<file path="config.mk">
export PLATFORM = sky130hd
export DESIGN_NAME = bus_data_type_decoder
export DESIGN_NICKNAME = d
export VERILOG_FILES = /design/src/hdl/bdtd_pkg.sv /design/src/hdl/bdtd_decode.sv /design/src/hdl/bus_data_type_decoder.sv
export SDC_FILE = /design/constraint.sdc
export NUM_CORES = 1
export LEC_CHECK = 0
export ABC_AREA = 1
export BUFFER_PORTS_ARGS = -buffer_cell sky130_fd_sc_hd__buf_2
export CORE_ASPECT_RATIO = 1.75
export CORE_MARGIN = 2
export CORE_UTILIZATION = 28
export DETAILED_ROUTE_END_ITERATION = 8
export PLACE_DENSITY = 0.51
export SLEW_MARGIN = 5
export SYNTH_ARGS = -nofsm -noshare
export SYNTH_HDL_FRONTEND = slang
export SYNTH_HIERARCHICAL = 1
export SYNTH_SLANG_ARGS = --single-unit
</file>
<file path="constraint.sdc">
create_clock -name aclk -period 11.52 [get_ports aclk]
set_input_delay 1.152 -clock aclk [delete_from_list [all_inputs] [get_ports aclk]]
set_output_delay 1.152 -clock aclk [all_outputs]
set_load 0.01 [all_outputs]
</file>
<file path="src/hdl/bdtd_pkg.sv">
// Shared types and constants for the bus data type decoder.
// No dependencies.
`default_nettype none

package bdtd_pkg;

    localparam int OP_W     = 4;
    localparam int RAW_W    = 32;
    localparam int FACTOR_W = 16;
    localparam int VALUE_W  = 49;
    localparam int CODE_W   = 3;
    localparam int NUM_W    = RAW_W + 1;

    typedef logic [OP_W-1:0] op_t;

    localparam op_t OP_UCH = 4'd0;
    localparam op_t OP_SCH = 4'd1;
    localparam op_t OP_UIN = 4'd2;
    localparam op_t OP_SIN = 4'd3;
    localparam op_t OP_ULG = 4'd4;
    localparam op_t OP_SLG = 4'd5;
    localparam op_t OP_FLT = 4'd6;
    localparam op_t OP_BCD = 4'd7;
    localparam op_t OP_D1B = 4'd8;
    localparam op_t OP_D1C = 4'd9;
    localparam op_t OP_D2B = 4'd10;
    localparam op_t OP_D2C = 4'd11;

    typedef logic [CODE_W-1:0] scale_code_t;

    localparam scale_code_t SCALE_ONE      = 3'd0;
    localparam scale_code_t SCALE_HALF     = 3'd1;
    localparam scale_code_t SCALE_SIXTEEN  = 3'd2;
    localparam scale_code_t SCALE_256      = 3'd3;
    localparam scale_code_t SCALE_THOUSAND = 3'd4;

    localparam logic [7:0] D1C_MAX      = 8'hC8;
    localparam logic [7:0] INVALID_BYTE = 8'hFF;
    localparam logic [3:0] BCD_MAX      = 4'h9;

    typedef struct packed {
        logic [VALUE_W-1:0] scaled_value;
        scale_code_t        scale_code;
        logic               invalid;
    } result_t;

endpackage

`default_nettype wire

</file>
<file path="src/hdl/bdtd_decode.sv">
// Decodes one raw field to a numerator and scale code, then applies the factor.
// Depends on bdtd_pkg.
`default_nettype none

module bdtd_decode
    import bdtd_pkg::*;
(
    input  wire op_t                 op,
    input  wire logic [RAW_W-1:0]    raw_value,
    input  wire logic [FACTOR_W-1:0] scale_factor,
    output result_t                  result
);

    logic signed [NUM_W-1:0]      num;
    logic signed [FACTOR_W:0]     factor_s;
    logic signed [NUM_W+FACTOR_W:0] product;
    scale_code_t                  code;
    logic                         fixed255;
    logic                         bad_op;
    logic [3:0]                   bcd_hi;
    logic [3:0]                   bcd_lo;
    logic [7:0]                   bcd_sum;

    assign bcd_hi  = raw_value[7:4];
    assign bcd_lo  = raw_value[3:0];
    assign bcd_sum = {1'b0, bcd_hi, 3'b000} + {3'b000, bcd_hi, 1'b0} + {4'h0, bcd_lo};

    always_comb begin
        num      = '0;
        code     = SCALE_ONE;
        fixed255 = 1'b0;
        bad_op   = 1'b0;
        case (op)
            OP_UCH: num = {{(NUM_W-8){1'b0}}, raw_value[7:0]};
            OP_SCH, OP_D1B: num = {{(NUM_W-8){raw_value[7]}}, raw_value[7:0]};
            OP_UIN: num = {{(NUM_W-16){1'b0}}, raw_value[15:0]};
            OP_SIN: num = {{(NUM_W-16){raw_value[15]}}, raw_value[15:0]};
            OP_ULG: num = {1'b0, raw_value};
            OP_SLG: num = {raw_value[RAW_W-1], raw_value};
            OP_FLT: begin
                num  = {{(NUM_W-16){raw_value[15]}}, raw_value[15:0]};
                code = SCALE_THOUSAND;
            end
            OP_BCD: begin
                if (bcd_hi > BCD_MAX || bcd_lo > BCD_MAX) begin
                    fixed255 = 1'b1;
                end else begin
                    num = {{(NUM_W-8){1'b0}}, bcd_sum};
                end
            end
            OP_D1C: begin
                if (raw_value[7:0] > D1C_MAX) begin
                    fixed255 = 1'b1;
                end else begin
                    num  = {{(NUM_W-8){1'b0}}, raw_value[7:0]};
                    code = SCALE_HALF;
                end
            end
            OP_D2B: begin
                num  = {{(NUM_W-16){raw_value[15]}}, raw_value[15:0]};
                code = SCALE_256;
            end
            OP_D2C: begin
                num  = {{(NUM_W-16){raw_value[15]}}, raw_value[15:0]};
                code = SCALE_SIXTEEN;
            end
            default: bad_op = 1'b1;
        endcase
    end

    assign factor_s = {1'b0, scale_factor};
    assign product  = num * factor_s;

    always_comb begin
        if (fixed255) begin
            result.scaled_value = {{(VALUE_W-8){1'b0}}, INVALID_BYTE};
            result.scale_code   = SCALE_ONE;
            result.invalid      = 1'b1;
        end else if (bad_op) begin
            result.scaled_value = '0;
            result.scale_code   = SCALE_ONE;
            result.invalid      = 1'b1;
        end else begin
            result.scaled_value = product[VALUE_W-1:0];
            result.scale_code   = code;
            result.invalid      = 1'b0;
        end
    end

endmodule

`default_nettype wire

</file>
<file path="src/hdl/bus_data_type_decoder.sv">
// Top level of the bus data type decoder: input register, decode, result register.
// Depends on bdtd_pkg and bdtd_decode.
`default_nettype none

// Takes one item per cycle while the result side is ready and returns one result
// per item via the input register, then the result register. The input register
// feeds the type decode and a single 33x17 signed multiply, which land in the
// result register; a new item is taken whenever the input register is empty or
// moves on in the same cycle. The scale factor resets to 1; the user must write it
// through the cfg channel only while no items are in flight (not enforced here).

module bus_data_type_decoder
    import bdtd_pkg::*;
(
    input  wire logic        aclk,
    input  wire logic        aresetn,

    input  wire logic        s_tvalid,
    output logic             s_tready,
    input  wire logic [31:0] s_tdata,   // [31:0] raw_value
    input  wire logic [3:0]  s_tuser,   // [3:0] op

    output logic             m_tvalid,
    input  wire logic        m_tready,
    output logic [55:0]      m_tdata,   // [48:0] scaled_value, [55:49] zero
    output logic [3:0]       m_tuser,   // [2:0] scale_code, [3] invalid

    input  wire logic        cfg_valid,
    output logic             cfg_ready,
    input  wire logic [15:0] cfg_data   // scale_factor
);

    logic                in_valid_reg;
    op_t                 in_op_reg;
    logic [RAW_W-1:0]    in_raw_reg;
    logic                out_valid_reg;
    result_t             out_result_reg;
    logic [FACTOR_W-1:0] factor_reg;
    result_t             decoded;
    logic                out_load;

    assign cfg_ready = 1'b1;

    always_ff @(posedge aclk) begin
        if (!aresetn) begin
            factor_reg <= {{(FACTOR_W-1){1'b0}}, 1'b1};
        end else if (cfg_valid) begin
            factor_reg <= cfg_data;
        end
    end

    assign out_load = !out_valid_reg || m_tready;
    assign s_tready = !in_valid_reg || out_load;

    always_ff @(posedge aclk) begin
        if (!aresetn) begin
            in_valid_reg <= 1'b0;
        end else if (s_tready) begin
            in_valid_reg <= s_tvalid;
        end
    end

    always_ff @(posedge aclk) begin
        if (s_tready && s_tvalid) begin
            in_op_reg  <= s_tuser;
            in_raw_reg <= s_tdata;
        end
    end

    bdtd_decode u_decode (
        .op           (in_op_reg),
        .raw_value    (in_raw_reg),
        .scale_factor (factor_reg),
        .result       (decoded)
    );

    always_ff @(posedge aclk) begin
        if (!aresetn) begin
            out_valid_reg <= 1'b0;
        end else if (out_load) begin
            out_valid_reg <= in_valid_reg;
        end
    end

    always_ff @(posedge aclk) begin
        if (out_load && in_valid_reg) begin
            out_result_reg <= decoded;
        end
    end

    assign m_tvalid = out_valid_reg;
    assign m_tdata  = {{(56-VALUE_W){1'b0}}, out_result_reg.scaled_value};
    assign m_tuser  = {out_result_reg.invalid, out_result_reg.scale_code};

endmodule

`default_nettype wire
</file>
-- Yosys cells after proc, flatten, opt, wreduce, memory -nomap -nowiden
Cells that the tools add are included.
- add/sub/neg operators: 2
- multiply operators: 1
- magnitude comparators: 3
- eq/ne operators: 11
- mux-type cells: 9
- bitwise logic cells: 1
- reductions and logical operators: 12
- operators with widths (kind ; count):
    $pmux W33 S8 ; 1
    $mul A33 B17 Y49 ; 1
    $eq A4 B3 Y1 const B ; 4
    $eq A4 B4 Y1 const B ; 4
    $mux W8 ; 2
    $mux W12 ; 1
    $pmux W3 S4 ; 1
    $reduce_or A12 Y1 ; 1
    $add A7 B5 Y8 ; 1
    $add A8 B4 Y8 ; 1
    $eq A4 B2 Y1 const B ; 2
    $gt A4 B4 Y1 const B ; 2
    $gt A8 B8 Y1 const B ; 1
    $eq A4 B1 Y1 const B ; 1
    $logic_not A4 Y1 ; 1
    $reduce_or A2 Y1 ; 2
    $reduce_or A4 Y1 ; 1
    $logic_or A1 B1 Y1 ; 3
    $mux W1 ; 3
    $logic_and A1 B1 Y1 ; 2
    $logic_not A1 Y1 ; 2
    $pmux W1 S2 ; 1
    $not A1 Y1 ; 1
- bits in registers: 107
- bits of input ports: 57
- output and inout port bits: 63
- logic and storage cells: 48

-- Longest topological paths before layout
Gate-level depths: netlist of the first run.
- depth in word-level cells: 6
- depth in mapped cells: 39
- gate-level depth less buffers: 39

-- Cells and area by module
The synthesis of the first run kept the hierarchy.
- modules (own cells, without submodules) (module ; times used ; cells an instance ; area each (µm²) ; seq. area each (µm²)):
    bdtd_decode ; 1 ; 2933 ; 20911.3 ; 0.0
    bus_data_type_decoder ; 1 ; 180 ; 3374.5 ; 3032.9

-- Worst setup path before layout of the first run
No wires, ideal clock.
- kind: register to register
- start point: reg in_raw_reg[3]
- end point: reg out_result_reg, in the netlist m_tdata[23], data pin
- library setup time: 0.266 ns
- arrival: 6.451 ns
- required time: 11.254 ns
- setup slack: 4.803 ns
- cell stages (with the launch flop): 36
- buffers on the path: 0
- clock period less this slack: 6.717 ns
- cells stage by stage: edfxtp_1 > inv_1 > fa_1 > inv_1 > fa_1 > nand2_1 > inv_1 > o21ai_0 > nand3_1 > nand3_1 > nand2_1 > inv_2 > nor2_1 > fa_1 > inv_1 > fa_1 > inv_1 > fa_1 > inv_1 > fa_1 > inv_1 > fa_1 > inv_1 > fa_1 > inv_1 > ha_1 > nand2_1 > nor2_1 > nand2_1 > inv_1 > nand2_1 > nand2_1 > nand2_1 > nand2_1 > xnor2_1 > nor2_1
- longest elaborated chain between the ends: 5
- elaborated cells between the ends (all ways): 12
- those cells by class: add/sub: 1; mul: 1; order compare: 2; mux: 6; reduce/logical: 2
- ends and longest elaborated chain (item ; line ; text):
    from (decl) ; bus_data_type_decoder.sv:35 ; logic [RAW_W-1:0] in_raw_reg;
    from (signal assigned) ; bus_data_type_decoder.sv:66 ; in_raw_reg <= s_tdata;
    parallel branches: the longest is 5 deep, another holds $mul A33 B17 Y49 ; -- ;
    to (signal assigned) ; bus_data_type_decoder.sv:87 ; out_result_reg <= decoded;
    to (decl) ; bus_data_type_decoder.sv:37 ; result_t out_result_reg;
Several ways; the timed one is not identified.
A chain may end at the register's enable or synchronous reset.

-- Worst setup path in the final report of the first run
- start point: reg in_raw_reg[6]
- end point: reg out_result_reg, in the netlist m_tdata[26], data pin
- longest elaborated chain between the ends: 5
- elaborated cells between the ends (all ways): 13
- those cells by class: add/sub: 2; mul: 1; order compare: 2; mux: 6; reduce/logical: 2
- ends and longest elaborated chain (item ; line ; text):
    $add A7 B5 Y8 / $gt A4 B4 Y1 (equally long branches) ; bdtd_decode.sv:26, bdtd_decode.sv:45 ;
    $add A8 B4 Y8 / $logic_or A1 B1 Y1 (equally long branches) ; bdtd_decode.sv:26, bdtd_decode.sv:45 ;
    $mux W8 / $mux W1 (equally long branches) ; bdtd_decode.sv:45 ; if (bcd_hi > BCD_MAX || bcd_lo > BCD_MAX) begin
    $pmux W33 S8 / $pmux W1 S2 (equally long branches) ; bdtd_decode.sv:33 ; case (op)
    $mul A33 B17 Y49 / $reduce_or A2 Y1 (equally long branches) ; -- ;
Several ways; a longest one is shown, not always the timed one.

==> key figures, run 1 <==
Yosys
  • Post-synthesis instance area: 24300 sq um
  • Ys async rst share: 0%
  • Flops & latches, synth: 107
  • Synth top area share: 41.2%
  • Syn. warnings: 6
  • EDFF count, synth: 89
  • Mapped Cells: 3113
  • Synth top area cells: fa_1 41%, inv_1 14%, nand2_1 13%
  • Synth unique cells: 41
  • Mean Syn Cell Area: 7.80 sq um
  • Most common cell in the netlist: inv_1
  • Sequential-to-total area share from yosys stat: 12.5%
  • Commonest cells in the netlist: 909 x inv_1, 854 x nand2_1, 500 x fa_1
  • Area leader, netlist: fa_1
  • Post-synth top flop: edfxtp_1

Cells and area
  • Layout cells sized above 1: 6.00%
  • Area delta synth->final: 7.81%
  • Max FFs per register: 49
  • Post-layout nets: 3840
  • Final Cell Area: 26200 sq um
  • # fillers: 9375

Clocking
  • Cts repair resizes: 0
  • Hold-fix buffers, CTS: 0
  • Clock insertion delay at the later pin of the skew report: 410 ps
  • Clk buf depth: 2
  • CTS root buf: clkbuf_16
  • CTS buffer count: 9
  • TritonCTS clock tree: done
  • Clock slew at reported path FFs: 80 ps
  • Total clock sinks: 107
  • Htree depth: 3
  • Post-CTS Setup Bufs: 0

Status
  • Status: finished clean

Floorplanning
  • Die width: 227 um
  • Core Rows: 142
  • Core area: 85800 sq um
  • Total die area: 89200 sq um
  • Initial core utilization: 28.3%
  • IO Pins: 120
  • Die Y-Extent: 394 um

Global routing
  • Pin count of the biggest net entering global routing: 54
  • Vias in the first global route: 21475
  • GRT Max-Usage Layer: met2
  • GR Util met2: 37.8%
  • Gr usage total: 19.0%
  • GR met3 Demand/Resource: 1.54%
  • Met1 global-route usage: 16.4%
  • GR Overflow Total: 0
  • Antenna violations before repair: 3
  • First-pass GRT wire length: 123000 um

Setup path
  • Slowest library cell on the worst path: fa_1
  • Crit path DAT: 8210 ps
  • CP dominant cell by count: fa_1
  • Worst Reg-to-Reg Cells: 30
  • Crit-path max FO: 9
  • Worst EP required: 11670 ps
  • CP max stage delay: 590 ps
  • Crit Path Category: reg -> reg
  • Critical Path Sink Type: flop
  • Critical path startpoint category: flop

STA
  • Final Setup Violations: 0
  • Setup_tns: 0 ps
  • Final worst setup slack: 3460 ps
  • FMAX: 0.124 GHz
  • Max Slew Vio Count: 0
  • Setup Skew: 11.4 ps
  • Hold Vio Cnt, Final: 0
  • Period utilization: 69.9%
  • Slew margin rel.: 33.0%
  • WHS: 494 ps
  • Final Critical Period: 8060 ps
  • Unrepaired setup endpoints after global routing: no
  • Slew @ Worst Pin: 1000 ps

Detailed routing
  • TritonRoute pass-1 iters: 7
  • Final ANT Viol Nets: 0
  • Residual DRC: 0
  • Vias/cell: 4.41
  • DRT Wirelength: 80100 um
  • DR vias: 19060
  • 1st-iter DRT viols: 982
  • WL/cell: 18.5 um

Placement
  • Port-buffer cells: 111
  • Routability cong.: 0.926
  • Final HPWL DP: 67000 um
  • Cell Area, Placed: 25900 sq um
  • Placement Setup Slack: 3500 ps

Hold path
  • Hold path cells: 2
  • HP Class: reg -> reg

Run
  • Max Cap Viol: 0

Power and ir drop
  • LEAKAGE: 0.0137 uW
  • VDD IR-drop max: 115 uV
  • Design Power: 4260 uW
  • PwrDens: 163 nW/um^2
==> per-stage QoR <==
stage               std cells  utilization, %
finish                   4319            30.5
global route             4317            30.5
CTS                      4317            30.5
detailed placement       4301            30.2
global placement         4301            30.2
floorplan                3119               -
==> routing by layer <==
| metal | vias up | share of wire, % |
|---|---|---|
| li1 | 8836 | - |
| met1 | 9473 | 30 |
| met2 | 499 | 58 |
| met3 | 250 | 2.6 |
| met4 | 2 | 9.8 |
| met5 | - | 0.0087 |
==> power breakdown <==
group	switching, uW	leakage (uW)	total, uW	internal [uW]
logic	2230	0.0125	3320	1100
registers	54.0	0.00101	616	562
clock network	174	0.000145	325	151
==> layout by cell type, fill, tap and decap left out, types with 2 or more instances in the layout <==
cell	instances
xor2_1	5
o21ai_0	19
nand2_1	854
edfxtp_1	89
nand4_1	8
a21oi_4	2
nand2_2	13
nand3_2	2
clkbuf_16	9
xnor2_1	25
conb_1	8
a21oi_1	39
nor3_1	7
o21ai_1	4
fa_1	500
and2_1	2
o21bai_1	5
buf_4	15
nand2_4	11
inv_6	2
inv_4	2
inv_2	8
nor2_1	277
ha_1	123
inv_1	909
dfxtp_1	11
nand3_1	81
diode_2	2
o31ai_1	2
clkinv_1	3
dfxtp_2	7
buf_2	111
inv_8	2
==> cell type report <==
type,instances,area (sq um),area share (%)
Multi-Input combinational cell,1996,17300,66.0
Inverter,920,3450,13.2
Sequential cell,107,3040,11.6
Tap cell,1152,1440,5.51
Timing Repair Buffer,126,668,2.55
Clock buffer,9,225,0.860
Clock inverter,7,57.6,0.220
Antenna cell,2,5.00,0.0191
==> kinds of logic (layout without fill, tap and decap cells) <==
logic type	Yosys count	count (layout)	share of synthesized area (%)
adder cells (fa/ha/maj)	623	623	47.6
XOR/XNOR	30	30	1.08
flip-flops	107	107	12.5
buffers and inverters	1016	1062	16.5
AND/OR/NAND/NOR	1261	1261	20.7
other	2	10	0.0309
AO/OA/AOI/OAI	74	74	1.69
==> worst max-delay path: cells and delay by family, from the launching register on <==
kind	cells	cell delay, ps
AND/OR/NAND/NOR	12	1560
AO/OA/AOI/OAI	2	470
XOR/XNOR	1	500
adder cells (fa/ha/maj)	9	4270
flip-flops	1	450
buffers and inverters	6	530
==> path summary, 6_finish.rpt <==
check / from / endpoint / slack (ps)
worst max-delay path: in_raw_reg[6] / m_tdata[26] / 3460
worst min-delay path: factor_reg[8] / factor_reg[8] / 490
worst max register to register: in_raw_reg[6] / m_tdata[26] / 3460
worst min register to register: factor_reg[8] / factor_reg[8] / 490
(Power assumes the default switching activity.)
==> inputs of run 2 (changes only) <==
Clock period 11.52 ns to 8.1 ns, I/O delays scaled along.
==> run 2 against run 1 <==
First-iteration DRC count shrank 7.4%. Clock skew increased by 6.4 ps. Combinational power rose by 46%. Clock-buffer cell count unchanged. Wire length increased by 0.71%. Hold slack gained 7.8 ps. Largest power group unchanged. Total power grew 46%.
==> key figures, run 2 (synthesized netlist as in run 1, its figures left out) <==
Status
  • Status: finished clean

Placement
  • Routability cong.: 0.911 (-1.6%)
  • Final HPWL DP: 68600 um (+2.3%)
  • Placement Setup Slack: 431 ps (-3070 ps)
  • Port-buffer cells: 111 (unchanged)

Clocking
  • Hold-fix buffers, CTS: 0 (unchanged)
  • Cts repair resizes: 0 (unchanged)
  • Clk buf depth: 2 (unchanged)
  • Clock slew at reported path FFs: 90 ps (about the same)
  • Post-CTS Setup Bufs: 0 (unchanged)
  • TritonCTS clock tree: done
  • CTS buffer count: 9 (unchanged)
  • Total clock sinks: 107 (unchanged)
  • CTS root buf: clkbuf_16
  • Htree depth: 3 (unchanged)
  • Clock insertion delay at the later pin of the skew report: 420 ps (about the same)

Setup path
  • Worst EP required: 8290 ps (-3380 ps)
  • Crit Path Category: reg -> reg
  • CP max stage delay: 540 ps (-50 ps)
  • Slowest library cell on the worst path: fa_1
  • Crit-path max FO: 6 (-3)
  • CP dominant cell by count: nand2_1
  • Critical Path Sink Type: flop
  • CP Buf/Inv Count: 8 (+2)
  • Crit path DAT: 7900 ps (-310 ps)
  • Critical path startpoint category: flop
  • Family with the most delay on the worst path: adder cells

STA
  • Slew @ Worst Pin: 1030 ps (+23.2 ps)
  • Final worst setup slack: 392 ps (-3070 ps)
  • WHS: 502 ps (+7.84 ps)
  • Hold Vio Cnt, Final: 0 (unchanged)
  • Setup_tns: 0 ps (unchanged)
  • Final Setup Violations: 0 (unchanged)
  • Period utilization: 95.2% (+25 points)
  • Slew margin rel.: 31.4% (-1.6 points)
  • Max Slew Vio Count: 0 (unchanged)
  • Setup Skew: 17.8 ps (+6.40 ps)
  • Unrepaired setup endpoints after global routing: no
  • FMAX: 0.130 GHz (+4.5%)
  • Final Critical Period: 7710 ps (-349 ps)

Global routing
  • Gr usage total: 19.1% (+0.19 points)
  • GR Overflow Total: 0 (unchanged)
  • Pin count of the biggest net entering global routing: 54 (unchanged)
  • Vias in the first global route: 21523 (+0.22%)
  • First-pass GRT wire length: 124000 um (+0.99%)
  • Antenna violations before repair: 1 (-2)

Detailed routing
  • WL/cell: 18.4 um (-0.92%)
  • Residual DRC: 0 (unchanged)
  • 1st-iter DRT viols: 909 (-7.4%)
  • Vias/cell: 4.37 (-0.90%)
  • Final ANT Viol Nets: 0 (unchanged)
  • DRT Wirelength: 80600 um (+0.71%)
  • DR vias: 19199 (+0.73%)
  • TritonRoute pass-1 iters: 5 (-2)

Cells and area
  • Post-layout nets: 3912 (+1.9%)
  • Max FFs per register: 49 (unchanged)
  • Most frequent cells in the layout: 909 x inv_1, 854 x nand2_1, 500 x fa_1
  • Area delta synth->final: 10.1%
  • Final Util: 31.1% (+0.64 points)
  • Most common cell after layout, fill and taps aside: inv_1
  • Layout cells sized above 1: 8.09% (+2.1 points)

Floorplanning
  • Total die area: 89200 sq um (unchanged)
  • IO Pins: 120 (unchanged)
  • Die width: 227 um (unchanged)
  • Core area: 85800 sq um (unchanged)
  • Initial core utilization: 28.3% (unchanged)
  • Core Rows: 142 (unchanged)
  • Die Y-Extent: 394 um (unchanged)

Run
  • Max Cap Viol: 0 (unchanged)

Power and ir drop
  • LEAKAGE: 0.0141 uW (+2.7%)
  • PwrDens: 232 nW/um^2 (+43%)
  • VDD IR-drop max: 130 uV (+14%)

Hold path
  • HP Class: reg -> reg
==> run 2: metrics by stage <==
| stage | std cells | instance area, sq um | total power [uW] |
|---|---|---|---|
| 4_1_cts | 4389 | 26700 | 6350 |
| 3_3_place_gp | 4373 | 26400 | 5840 |
| 5_1_grt | 4389 | 26700 | 6870 |
| 6_report | 4390 | 26700 | 6210 |
| 2_1_floorplan | 3119 | 24300 | 3940 |
| 3_5_place_dp | 4373 | 26400 | 5830 |
==> run 2: worst register-to-register path, delay by kind of cell, from the launching register on <==
kind                     cells  cell delay [ps]
adder cells (fa/ha/maj)     10             4390
AO/OA/AOI/OAI                1              190
AND/OR/NAND/NOR             14             1730
flip-flops                   1              500
buffers and inverters        8              670
==> run 2: area by class of cell <==
class                           instances  area (sq um)
Clock buffer                            9           225
Multi-Input combinational cell       1996         17300
Inverter                              920          3450
Antenna cell                            1          2.50
Sequential cell                       107          3040
Fill cell                            9303         59100
Clock inverter                          7          66.3
Tap cell                             1152          1440
Timing Repair Buffer                  198          1210
==> run 2: worst paths after layout <==
| kind | start | endpoint | slack (ps) | depth (start not counted) |
|---|---|---|---|---|
| worst max-delay path | in_raw_reg[5] | m_tdata[22] | 390 | 33 |
| worst min-delay path | factor_reg[8] | factor_reg[8] | 500 | 2 |
| worst max register to register | in_raw_reg[5] | m_tdata[22] | 390 | 33 |
| worst min register to register | factor_reg[8] | factor_reg[8] | 500 | 2 |
==> run 2: where the power goes <==
part	switching (uW)	internal, uW	leakage (uW)
Clock	268	218	0.000146
Combinational	3140	1700	0.0129
Sequential	82.6	800	0.00101
Total	3490	2720	0.0141
==> run 2: per-layer routing <==
layer,global-route usage [%],vias to the layer above,wire length (um)
li1,-,8983,-
met1,16.5,9571,24600
met2,38.7,414,46600
met3,1.50,231,1740
met4,15.4,0,7710
met5,0,-,0
